===== src/sv/bmprle_pkg.sv =====
package bmprle_pkg;

  localparam int CFG_IDX_W = 2;
  localparam int CFG_DATA_W = 13;
  localparam int QUEUE_DEPTH = 4;

  localparam logic [CFG_IDX_W-1:0] CFG_NIBBLE = 2'd0;
  localparam logic [CFG_IDX_W-1:0] CFG_WIDTH  = 2'd1;
  localparam logic [CFG_IDX_W-1:0] CFG_HEIGHT = 2'd2;

  localparam logic [12:0] WIDTH_RESET  = 13'd4096;
  localparam logic [12:0] HEIGHT_RESET = 13'd4096;

  localparam logic [3:0] NIBBLE_MASK = 4'hF;

  localparam logic [2:0] EV_RUN   = 3'd0;
  localparam logic [2:0] EV_LINE  = 3'd1;
  localparam logic [2:0] EV_DONE  = 3'd2;
  localparam logic [2:0] EV_TRUNC = 3'd3;
  localparam logic [2:0] EV_OOB   = 3'd4;

  localparam logic [2:0] OP_NONE  = 3'd0;
  localparam logic [2:0] OP_RUN   = 3'd1;
  localparam logic [2:0] OP_EOL   = 3'd2;
  localparam logic [2:0] OP_DELTA = 3'd3;
  localparam logic [2:0] OP_DONE  = 3'd4;

  typedef struct packed {
    logic [7:0] stream_byte;
    logic       stream_end;
  } in_item_t;

  typedef struct packed {
    logic [2:0]  event_kind;
    logic [11:0] start_x;
    logic [11:0] row_y;
    logic [7:0]  run_length;
    logic [7:0]  index_even;
    logic [7:0]  index_odd;
  } out_item_t;

  typedef struct packed {
    logic [2:0] code;
    logic       trunc;
    logic [7:0] len;
    logic [7:0] ev;
    logic [7:0] od;
    logic [7:0] dx;
    logic [7:0] dy;
  } op_t;

  typedef struct packed {
    logic empty;
    logic full;
  } q_status_t;

  typedef struct packed {
    logic [12:0] image_width;
    logic [12:0] image_height;
  } geom_t;

  typedef struct packed {
    logic        load;
    logic [12:0] value;
  } height_wr_t;

endpackage


===== src/sv/bmp_rle_decoder.sv =====
// bmp rle8 / rle4 stream parser
// in channel: one compressed byte per transfer, with stream_end on the last
// byte; in_ready drops only while the four-entry op queue is full
// out channel: one event per transfer (pixel run, line done, image done,
// truncated stream, out of bounds); bytes that only set up parse state give
// no event
// cfg channel: always ready; index 0 nibble_mode, 1 image_width,
// 2 image_height (also reloads the row cursor); write only while idle
// latency: out_valid rises one cycle after its byte's transfer, so the event
// transfer comes at the earliest two clock edges after the byte's
// throughput: one byte per cycle, set by the single parse step in the front
// and the single cursor update in the back
// reset: parser expects a count byte, cursor at column 0 of the top row,
// registers back to 8-bit mode and 4096 by 4096
// receiver stall: the output register holds the event and the queue absorbs
// up to four more ops before in_ready drops
// after image done or an error all bytes are taken and dropped until reset
module bmp_rle_decoder
  import bmprle_pkg::*;
#(
  parameter int MAX_DIM = 4096
) (
  input  logic                  clk,
  input  logic                  rst,
  input  logic                  in_valid,
  output logic                  in_ready,
  input  in_item_t              in_data,
  output logic                  out_valid,
  input  logic                  out_ready,
  output out_item_t             out_data,
  input  logic                  cfg_valid,
  output logic                  cfg_ready,
  input  logic [CFG_IDX_W-1:0]  cfg_index,
  input  logic [CFG_DATA_W-1:0] cfg_data
);

  logic       nibble_mode;
  geom_t      geom;
  height_wr_t height_wr;
  q_status_t  q_stat;
  logic       accept, push, pop;
  op_t        push_op, pop_op;
  logic       cfg_wr;

  assign cfg_ready = 1'b1;
  assign cfg_wr = cfg_valid && cfg_ready;
  assign in_ready = !q_stat.full;
  assign accept = in_valid && in_ready;
  assign height_wr.load = cfg_wr && (cfg_index == CFG_HEIGHT);
  assign height_wr.value = cfg_data;

  always_ff @(posedge clk) begin
    if (rst) begin
      nibble_mode <= 1'b0;
      geom.image_width <= WIDTH_RESET;
      geom.image_height <= HEIGHT_RESET;
    end else if (cfg_wr) begin
      case (cfg_index)
        CFG_NIBBLE: nibble_mode <= cfg_data[0];
        CFG_WIDTH:  geom.image_width <= cfg_data;
        CFG_HEIGHT: geom.image_height <= cfg_data;
        default: begin
        end
      endcase
    end
  end

  bmprle_front u_front (
    .clk         (clk),
    .rst         (rst),
    .nibble_mode (nibble_mode),
    .accept      (accept),
    .item        (in_data),
    .push        (push),
    .op          (push_op)
  );

  bmprle_queue u_queue (
    .clk     (clk),
    .rst     (rst),
    .push    (push),
    .push_op (push_op),
    .pop     (pop),
    .pop_op  (pop_op),
    .stat    (q_stat)
  );

  bmprle_back #(
    .MAX_DIM (MAX_DIM)
  ) u_back (
    .clk       (clk),
    .rst       (rst),
    .geom      (geom),
    .height_wr (height_wr),
    .q_stat    (q_stat),
    .op        (pop_op),
    .pop       (pop),
    .out_ready (out_ready),
    .out_valid (out_valid),
    .out_data  (out_data)
  );

  a_reset_clears_out: assert property (@(posedge clk) rst |=> !out_valid)
    else $error("output valid after reset");

  a_run_not_empty: assert property (@(posedge clk) disable iff (rst)
    out_valid && out_data.event_kind == EV_RUN |-> out_data.run_length != 8'd0)
    else $error("empty pixel run");

  a_other_no_run_fields: assert property (@(posedge clk) disable iff (rst)
    out_valid && out_data.event_kind != EV_RUN |->
      out_data.run_length == 8'd0 && out_data.start_x == 12'd0)
    else $error("run fields set on a non-run event");

  a_byte_mode_same_index: assert property (@(posedge clk) disable iff (rst)
    out_valid && out_data.event_kind == EV_RUN && !nibble_mode |->
      out_data.index_even == out_data.index_odd)
    else $error("index mismatch in 8-bit mode");

endmodule


===== src/sv/bmprle_front.sv =====
module bmprle_front
  import bmprle_pkg::*;
(
  input  logic     clk,
  input  logic     rst,
  input  logic     nibble_mode,
  input  logic     accept,
  input  in_item_t item,
  output logic     push,
  output op_t      op
);

  localparam logic [2:0] PH_COUNT  = 3'd0;
  localparam logic [2:0] PH_RUNVAL = 3'd1;
  localparam logic [2:0] PH_ESC    = 3'd2;
  localparam logic [2:0] PH_LIT    = 3'd3;
  localparam logic [2:0] PH_PAD    = 3'd4;
  localparam logic [2:0] PH_DX     = 3'd5;
  localparam logic [2:0] PH_DY     = 3'd6;
  localparam logic [2:0] PH_HALT   = 3'd7;

  logic [2:0] phase, phase_next;
  logic [7:0] pending_count, pending_count_next;
  logic [7:0] literals_left, literals_left_next;
  logic       pad_pending, pad_pending_next;
  logic [7:0] delta_dx, delta_dx_next;
  logic [7:0] b;
  logic [7:0] lit_len;
  logic [8:0] nb_sum;

  always_comb begin
    b = item.stream_byte;
    phase_next = phase;
    pending_count_next = pending_count;
    literals_left_next = literals_left;
    pad_pending_next = pad_pending;
    delta_dx_next = delta_dx;
    nb_sum = {1'b0, b} + 9'd1;
    lit_len = (nibble_mode && literals_left >= 8'd2) ? 8'd2 : 8'd1;
    op = '0;
    op.code = OP_NONE;
    op.trunc = item.stream_end;
    op.ev = nibble_mode ? {4'b0, b[7:4]} : b;
    op.od = nibble_mode ? {4'b0, b[3:0] & NIBBLE_MASK} : b;
    op.dx = delta_dx;
    op.dy = b;
    case (phase)
      PH_COUNT: begin
        if (b == 8'd0) begin
          phase_next = PH_ESC;
        end else begin
          pending_count_next = b;
          phase_next = PH_RUNVAL;
        end
      end
      PH_RUNVAL: begin
        op.code = OP_RUN;
        op.len = pending_count;
        phase_next = PH_COUNT;
      end
      PH_ESC: begin
        if (b == 8'd0) begin
          op.code = OP_EOL;
          phase_next = PH_COUNT;
        end else if (b == 8'd1) begin
          op.code = OP_DONE;
          op.trunc = 1'b0;
          phase_next = PH_HALT;
        end else if (b == 8'd2) begin
          phase_next = PH_DX;
        end else begin
          literals_left_next = b;
          pad_pending_next = nibble_mode ? nb_sum[1] : b[0];
          phase_next = PH_LIT;
        end
      end
      PH_LIT: begin
        op.code = OP_RUN;
        op.len = lit_len;
        literals_left_next = (literals_left > lit_len) ? literals_left - lit_len : 8'd0;
        if (literals_left_next == 8'd0) begin
          phase_next = pad_pending ? PH_PAD : PH_COUNT;
        end
      end
      PH_PAD: begin
        phase_next = PH_COUNT;
      end
      PH_DX: begin
        delta_dx_next = b;
        phase_next = PH_DY;
      end
      PH_DY: begin
        op.code = OP_DELTA;
        phase_next = PH_COUNT;
      end
      default: begin
        op.trunc = 1'b0;
      end
    endcase
    if (item.stream_end && phase_next != PH_HALT) begin
      phase_next = PH_HALT;
    end
    push = accept && (phase != PH_HALT) && ((op.code != OP_NONE) || op.trunc);
  end

  always_ff @(posedge clk) begin
    if (rst) begin
      phase <= PH_COUNT;
      pending_count <= '0;
      literals_left <= '0;
      pad_pending <= 1'b0;
      delta_dx <= '0;
    end else if (accept && phase != PH_HALT) begin
      phase <= phase_next;
      pending_count <= pending_count_next;
      literals_left <= literals_left_next;
      pad_pending <= pad_pending_next;
      delta_dx <= delta_dx_next;
    end
  end

endmodule


===== src/sv/bmprle_queue.sv =====
module bmprle_queue
  import bmprle_pkg::*;
(
  input  logic      clk,
  input  logic      rst,
  input  logic      push,
  input  op_t       push_op,
  input  logic      pop,
  output op_t       pop_op,
  output q_status_t stat
);

  localparam int PW = $clog2(QUEUE_DEPTH);
  localparam int CNTW = $clog2(QUEUE_DEPTH + 1);

  op_t             entries [QUEUE_DEPTH];
  logic [PW-1:0]   wr_ptr;
  logic [PW-1:0]   rd_ptr;
  logic [CNTW-1:0] count;

  assign stat.empty = (count == '0);
  assign stat.full = (count == CNTW'(QUEUE_DEPTH));
  assign pop_op = entries[rd_ptr];

  always_ff @(posedge clk) begin
    if (push) begin
      entries[wr_ptr] <= push_op;
    end
  end

  always_ff @(posedge clk) begin
    if (rst) begin
      wr_ptr <= '0;
      rd_ptr <= '0;
      count <= '0;
    end else begin
      if (push) begin
        wr_ptr <= wr_ptr + PW'(1);
      end
      if (pop) begin
        rd_ptr <= rd_ptr + PW'(1);
      end
      if (push && !pop) begin
        count <= count + CNTW'(1);
      end else if (pop && !push) begin
        count <= count - CNTW'(1);
      end
    end
  end

endmodule


===== src/sv/bmprle_back.sv =====
module bmprle_back
  import bmprle_pkg::*;
#(
  parameter int MAX_DIM = 4096
) (
  input  logic       clk,
  input  logic       rst,
  input  geom_t      geom,
  input  height_wr_t height_wr,
  input  q_status_t  q_stat,
  input  op_t        op,
  output logic       pop,
  input  logic       out_ready,
  output logic       out_valid,
  output out_item_t  out_data
);

  localparam int CW = $clog2(2 * MAX_DIM);
  localparam int SW = (CW + 1 > 14) ? CW + 1 : 14;
  localparam logic [SW-1:0] CUR_MAX = SW'(2 * MAX_DIM - 1);
  localparam logic [SW-1:0] LIM = SW'(MAX_DIM);

  logic [CW-1:0] cursor_x, cursor_x_next;
  logic [CW-1:0] cursor_y, cursor_y_next;
  logic          halted, halted_next;
  logic [SW-1:0] xw, yw, wc, hc, sum_x, sum_d, y_eol, y_dy, sat_x, sat_d;
  logic          row_ok, err, emit;
  out_item_t     res;

  function automatic logic [SW-1:0] clamp_dim(input logic [12:0] v);
    logic [SW-1:0] w;
    w = SW'(v);
    return (w > LIM) ? LIM : w;
  endfunction

  function automatic logic [CW-1:0] top_row(input logic [12:0] h);
    logic [SW-1:0] c;
    logic [SW-1:0] t;
    c = clamp_dim(h);
    t = (c == '0) ? CUR_MAX : c - SW'(1);
    return t[CW-1:0];
  endfunction

  assign pop = !q_stat.empty && (!out_valid || out_ready);

  always_comb begin
    xw = SW'(cursor_x);
    yw = SW'(cursor_y);
    wc = clamp_dim(geom.image_width);
    hc = clamp_dim(geom.image_height);
    row_ok = (yw < hc);
    sum_x = xw + SW'(op.len);
    sum_d = xw + SW'(op.dx);
    sat_x = (sum_x > CUR_MAX) ? CUR_MAX : sum_x;
    sat_d = (sum_d > CUR_MAX) ? CUR_MAX : sum_d;
    y_eol = (yw == '0) ? CUR_MAX : yw - SW'(1);
    y_dy = (yw == CUR_MAX || SW'(op.dy) > yw) ? CUR_MAX : yw - SW'(op.dy);
    cursor_x_next = cursor_x;
    cursor_y_next = cursor_y;
    halted_next = halted;
    err = 1'b0;
    emit = 1'b0;
    res = '0;
    case (op.code)
      OP_RUN: begin
        if (!row_ok || sum_x > wc) begin
          err = 1'b1;
        end else begin
          emit = 1'b1;
          res.event_kind = EV_RUN;
          res.start_x = xw[11:0];
          res.row_y = yw[11:0];
          res.run_length = op.len;
          res.index_even = op.ev;
          res.index_odd = op.od;
          cursor_x_next = sat_x[CW-1:0];
        end
      end
      OP_EOL: begin
        if (!row_ok) begin
          err = 1'b1;
        end else begin
          emit = 1'b1;
          res.event_kind = EV_LINE;
          res.row_y = yw[11:0];
          cursor_x_next = '0;
          cursor_y_next = y_eol[CW-1:0];
        end
      end
      OP_DELTA: begin
        if (!row_ok) begin
          err = 1'b1;
        end else begin
          emit = 1'b1;
          res.event_kind = EV_LINE;
          res.row_y = yw[11:0];
          cursor_x_next = sat_d[CW-1:0];
          cursor_y_next = y_dy[CW-1:0];
        end
      end
      OP_DONE: begin
        emit = 1'b1;
        res.event_kind = EV_DONE;
        halted_next = 1'b1;
      end
      default: begin
      end
    endcase
    if (err) begin
      emit = 1'b1;
      res = '0;
      res.event_kind = EV_OOB;
      halted_next = 1'b1;
    end else if (op.trunc) begin
      emit = 1'b1;
      res = '0;
      res.event_kind = EV_TRUNC;
      halted_next = 1'b1;
    end
    if (halted) begin
      emit = 1'b0;
    end
  end

  always_ff @(posedge clk) begin
    if (rst) begin
      cursor_x <= '0;
      cursor_y <= top_row(HEIGHT_RESET);
      halted <= 1'b0;
      out_valid <= 1'b0;
    end else begin
      if (height_wr.load) begin
        cursor_y <= top_row(height_wr.value);
      end else if (pop && !halted) begin
        cursor_x <= cursor_x_next;
        cursor_y <= cursor_y_next;
        halted <= halted_next;
      end
      if (!out_valid || out_ready) begin
        out_valid <= pop && emit;
      end
    end
  end

  always_ff @(posedge clk) begin
    if (pop && emit) begin
      out_data <= res;
    end
  end

endmodule

===== config.mk =====
export PLATFORM = sky130hd
export DESIGN_NAME = bmp_rle_decoder
export DESIGN_NICKNAME = d
export VERILOG_FILES = /design/src/sv/bmprle_pkg.sv /design/src/sv/bmp_rle_decoder.sv /design/src/sv/bmprle_front.sv /design/src/sv/bmprle_queue.sv /design/src/sv/bmprle_back.sv
export SDC_FILE = /design/constraint.sdc
export NUM_CORES = 1
export LEC_CHECK = 0
export BUFFER_PORTS_ARGS = -buffer_cell sky130_fd_sc_hd__buf_2
export CORE_MARGIN = 2
export CORE_UTILIZATION = 40
export DETAILED_ROUTE_END_ITERATION = 7
export SKIP_LAST_GASP = 1
export SYNTH_ARGS = -nofsm -noshare
export SYNTH_HDL_FRONTEND = slang
export SYNTH_SLANG_ARGS = --single-unit

===== constraint.sdc =====
create_clock -name clk -period 4.2 [get_ports clk]
set_input_delay 0.42 -clock clk [delete_from_list [all_inputs] [get_ports clk]]
set_output_delay 0.42 -clock clk [all_outputs]
set_load 0.05 [all_outputs]

---- Yosys cells after proc, flatten, opt, wreduce, memory -nomap -nowiden ----
Memories as Yosys holds them, arrays and structs flattened. A register that Yosys moved wholly into a read port is not among the register bits.
Cells that the tools add are included.
W data, S select, Z words.
word-level totals
  memories kept ........................... 1
  memory bits (writable) .................. 176
  bits of input ports ..................... 29
  register bits after elaboration ......... 141
memories
  memory           words  width  rd ports  clocked after memory_dff  write ports  RTL line            text
  u_queue.entries  4      44     1         1                         1            bmprle_queue.sv:16  op_t entries [QUEUE_DEPTH];
cells by class
  reductions and logical operators ........ 52
  bitwise logic cells ..................... 5
  add/subtract/negate cells ............... 11
  muxes and demuxes ....................... 66
  equal/unequal tests ..................... 26
  $lt $le $gt $ge ......................... 10
operators by type and width
  cell                     number
  $mux W13                 15
  $mux W51                 1
  $mux W48                 1
  $mux W8                  6
  $gt A13 B13 Y1 const B   3
  $pmux W13 S3             1
  $pmux W8 S2              2
  $add A13 B8 Y14          2
  $gt A14 B13 Y1 const B   2
  $mux W3                  9
  $pmux W13 S2             1
  $sub A13 B1 Y13 const B  2
  $mux W12                 2
  $mux W24                 1
  $pmux W12 S2             1
  $pmux W3 S3              2
  $logic_not A8 Y1         2
  $eq A3 B3 Y1 const B     5
  $mux W1                  15
  $pmux W3 S5              1
  $gt A14 B13 Y1           1
  $logic_not A14 Y1        1
  $lt A13 B14 Y1           1
  $eq A13 B13 Y1 const B   1
  other kinds (40)         92

---- Longest topological paths before layout ----
  depth in word-level cells ............... 11
  depth in mapped cells ................... 21
  depth with buffers taken out ............ 18

---- Cells and area by module ----
From an unflattened synthesis, not the netlist that was laid out.
second synthesis, totals
  cell total of the unflattened synthesis .. 1340
  area, all modules ....................... 16115.5 µm²
by module, submodules not included
  module           area each (µm²)  instances  cells each
  bmprle_queue     6836.6           1          274
  bmprle_back      6179.7           1          706
  bmprle_front     1940.6           1          251
  bmp_rle_decoder  1158.6           1          109

---- Least setup slack after synthesis ----
Ideal clock, no wire load.
  path kind ............................... reg-to-reg
  start ................................... register with a tool-made name
  end ..................................... register u_back.cursor_x[0]
  stages on the path, launching flop included .. 19
  path slack .............................. -0.480 ns
  period minus slack after synthesis ...... 4.680 ns
  data required time ...................... 4.130 ns
  arrival time ............................ 4.609 ns
  path through ............................ dfxtp_1 -> buf_6 -> buf_1 -> mux4_2 -> ha_1 -> o21ai_0 -> o211ai_1 -> a31oi_1 -> nor2b_1 -> xor2_1 -> ha_1 -> nand2_1 -> nor2_1 -> o2bb2ai_1 -> a311oi_1 -> or4_1 -> buf_2 -> a311o_1 -> a21oi_1
RTL lines
  element               RTL line            text
  to (signal assigned)  bmprle_back.sv:135  cursor_x <= cursor_x_next;
  to (decl)             bmprle_back.sv:23   logic [CW-1:0] cursor_x, cursor_x_next;

==> metrics.yaml <==
synth_top_area_share_pct: 40.8
finalPower_uw: 12100
min_period_ns: 4.11
worst_path_max_delay_cell: "mux4_2"
fin_crit_sh_pct: 97.9
nNetsFinal: 1435
register_area_sq_mm: 0.00758
rrSetupSlack_ns: 0.09
die_x_um: 192
htreeDepth: 1
synth_largest_area_cell: "edfxtp_1"
cap_violations: 0
via_count: 9914
clockBufferDepth: 3
grt-ovfl-total: 0
syn_to_final_growth_pct: 16.9
final_common_cell: "edfxtp_1"
syn-cell-area_sq_mm: 0.0141
vias_per_cell: 5.45
ys_async_sr_fraction_pct: 0
final_core_util_pct: 47.5
num-fill-cells: 3193
powerDensity_mw_per_mm2: 735
p_clk_share_pct: 22.8
cp_cell_sequence: "mux4_2 -> ha_4 -> inv_2 -> fa_2 -> nand2b_4 -> a21oi_2 -> o211ai_1 -> and2_4 -> xnor2_1 -> ha_1 -> a211oi_2 -> o21ai_0 -> o211ai_1 -> a311oi_2 -> or4_4 -> buf_6 -> o31ai_2 -> a21oi_1"
max_slew_margin_pct: 31.1
wirelength_mm: 34.7
syn_area_per_cell_sq_um: 11.3
max_freq_ghz: 0.243
drive_gt1_share_pct: 19.6
pwr-share-comb_pct: 44.9
rsz0062_at_grt: "yes"
portBuffers: 81
synthesis.instances: 1245
grt_pass1_wl_mm: 54.3
synthDistinctLibCells: 79
finalSetupViolations: 0
io_pins: 83
antenna_found_initial: 0
swShare_pct: 40.0
p_sw_uw: 4840
die_area_sq_mm: 0.0367
synth_area_leaders: "edfxtp_1 41%, dfxtp_1 13%, mux4_2 5.8%, ha_1 5.5%, nand2_1 3.6%"
finalClockSkew_ns: 0.0336
critPathBufInv: 2
slowest_delay_ns: 0.55
yosysSeqAreaShare_pct: 53.9
peakVddDrop_mv: 0.432
crit_end: "u_back.cursor_x[8]$_SDFFE_PP0P_"
internal-power_uw: 7260
grt_pass1_vias: 9671
worst-r2r-cell-count: 18
yosys_warnings: 0
drc: 0
cp.depth: 18
hold_ws_ns: 0.151
gp_congestion: 0.907
initial_core_util_pct: 40.6
critPathRequiredTime_ns: 4.64
power.static_leakage_uw: 0.00594
firstDrtPassIters: 5
clk_latency_ns: 0.59
drv_slew: 0
crit_path_frequent_cell: "o211ai_1"
cts.sinks: 283
die_y_um: 192
critPathTopFamily: "compound AO/OA/AOI/OAI gates"
root_buffer: "clkbuf_16"
timing.rr.end: "u_back.cursor_x[8]$_SDFFE_PP0P_"
diodes: 0
post_drt_wl_per_cell_um: 19.1
seq_power_share_pct: 32.3
clk_pin_slew_ns: 0.06
coreArea_sq_mm: 0.0346
synth-seq-cells: 283
dp_hpwl_mm: 23.8
cts_hold_buf: 0
antenna_left: 0
grt_usage_pct: 19.0
tns_ns: 0
status: "finished, final reports clean"
rows: 68
min_path_type: "input port to register"
critPathKind: "register to register"
cp-end-kind: "register"
hold_violations: 0
drt_iter0_drc: 848
tightest_slew_ns: 1.03
cts_made_buffers: 30
cp-start-kind: "register"
ys.flop_type: "edfxtp_1"
mostFrequentLayoutCells: "191 x edfxtp_1, 136 x nand2_1, 99 x nor2_1"
cts_tree: "done"
multi_input_area_sq_mm: 0.00632
grt_max_degree: 42
synth_edf_count: 191
arrival_ns: 4.55
critPathMaxFanout: 5
syn_nets: 1341
-- flip-flops by register name, summed over array words and instances (netlist names), named ones only --
register,cells
u_back.out_data,47
u_front.literals_left,8
u_front.pad_pending,1
u_back.out_valid,1
u_queue.entries,144
u_front.delta_dx,8
u_back.cursor_x,13
u_queue.rd_ptr,2
nibble_mode,1
u_queue.wr_ptr,2
u_front.pending_count,8
geom,26
u_back.cursor_y,13
u_front.phase,3
u_back.halted,1
u_queue.count,3
-- how the worst min path moves through the flow --
| stage | startpoint | to | cells past startpoint |
|---|---|---|---|
| after floorplan | geom[13]$_SDFFE_PP0P_ | geom[13]$_SDFFE_PP0P_ | 2 |
| after global placement | geom[6]$_SDFFE_PP0P_ | geom[6]$_SDFFE_PP0P_ | 2 |
| after detailed placement | geom[2]$_SDFFE_PP0P_ | geom[2]$_SDFFE_PP0P_ | 2 |
| after CTS | cfg_data[3] | geom[3]$_SDFFE_PP0P_ | 3 |
| after global routing | cfg_data[1] | geom[1]$_SDFFE_PP0P_ | 3 |
| final | out_ready | u_back.out_valid$_SDFFE_PP0N_ | 4 |
-- layer usage --
metal / vias up / track usage, % / wire length, um
met5: - / 0 / 0
met4: 0 / 4.79 / 810
met3: 59 / 2.52 / 1500
met2: 235 / 31.4 / 16400
met1: 4835 / 26.4 / 16000
li1: 4785 / - / -
-- through the flow --
stage	area [sq um]	setup slack (ns)	instances
CTS	16200	0.00794	1812
floorplan	14100	0.000325	1245
finish	16500	0.0901	1818
global placement	15100	0.0503	1754
global route	16500	-0.120	1818
detailed placement	15100	-0.0197	1754
-- layout make-up --
type / count / area share, %
sequential: 283 / 46.1
inverter: 37 / 0.844
tap: 455 / 3.46
timing repair buffer: 129 / 4.93
multi-input combinational: 858 / 38.4
clock buffer: 40 / 4.91
clock inverter: 16 / 1.37
-- synthesized netlist by cell type, drive strengths merged (10+ instances only) --
| cell type | count |
|---|---|
| mux4 | 36 |
| dfxtp | 92 |
| nand4 | 12 |
| mux2i | 19 |
| edfxtp | 191 |
| clkbuf | 50 |
| a21oi | 86 |
| nor3 | 33 |
| xor2 | 18 |
| o211ai | 15 |
| o21ai | 39 |
| nor2b | 18 |
| nand2b | 11 |
| buf | 17 |
| a211oi | 10 |
| and2 | 61 |
| o21a | 11 |
| nand2 | 137 |
| nor2 | 103 |
| ha | 62 |
| xnor2 | 23 |
| nand3 | 20 |
| inv | 35 |
-- cell families (layout without fill, tap and decap cells) --
logic type | after synthesis | in the layout | share of synthesized area (%)
AO/OA/AOI/OAI | 254 | 254 | 11.9
XOR/XNOR | 41 | 41 | 2.55
adder cells (fa/ha/maj) | 67 | 67 | 6.22
buffers and inverters | 104 | 222 | 2.97
flip-flops | 283 | 283 | 53.9
multiplexers | 59 | 59 | 7.43
other | 1 | 1 | 0.0267
AND/OR/NAND/NOR | 436 | 436 | 15.0
-- power by group through the flow --
stage	Sequential, uW	Combinational, uW	Clock (uW)
detailed placement	3950	5080	0
finish	3910	5440	2750
global route	3960	5930	2930
global placement	3960	5030	0
CTS	3900	5130	2810
floorplan	4720	2900	0
-- worst reg2reg max path: cells and delay by family, from the launching register on --
kind                     cells  cell delay, ns
buffers and inverters        2            0.21
XOR/XNOR                     1            0.06
AO/OA/AOI/OAI                8            1.19
flip-flops                   1            0.38
adder cells (fa/ha/maj)      3            0.66
multiplexers                 1            0.55
AND/OR/NAND/NOR              3            0.91
-- what timing repair did --
item	in CTS	in global routing
endpoints found under the setup margin	3	57
buffers inserted	2	4
gates resized for setup	6	47
pin swaps	2	29
cloned	0	2
No activity file was read; power rests on OpenSTA's default activity.
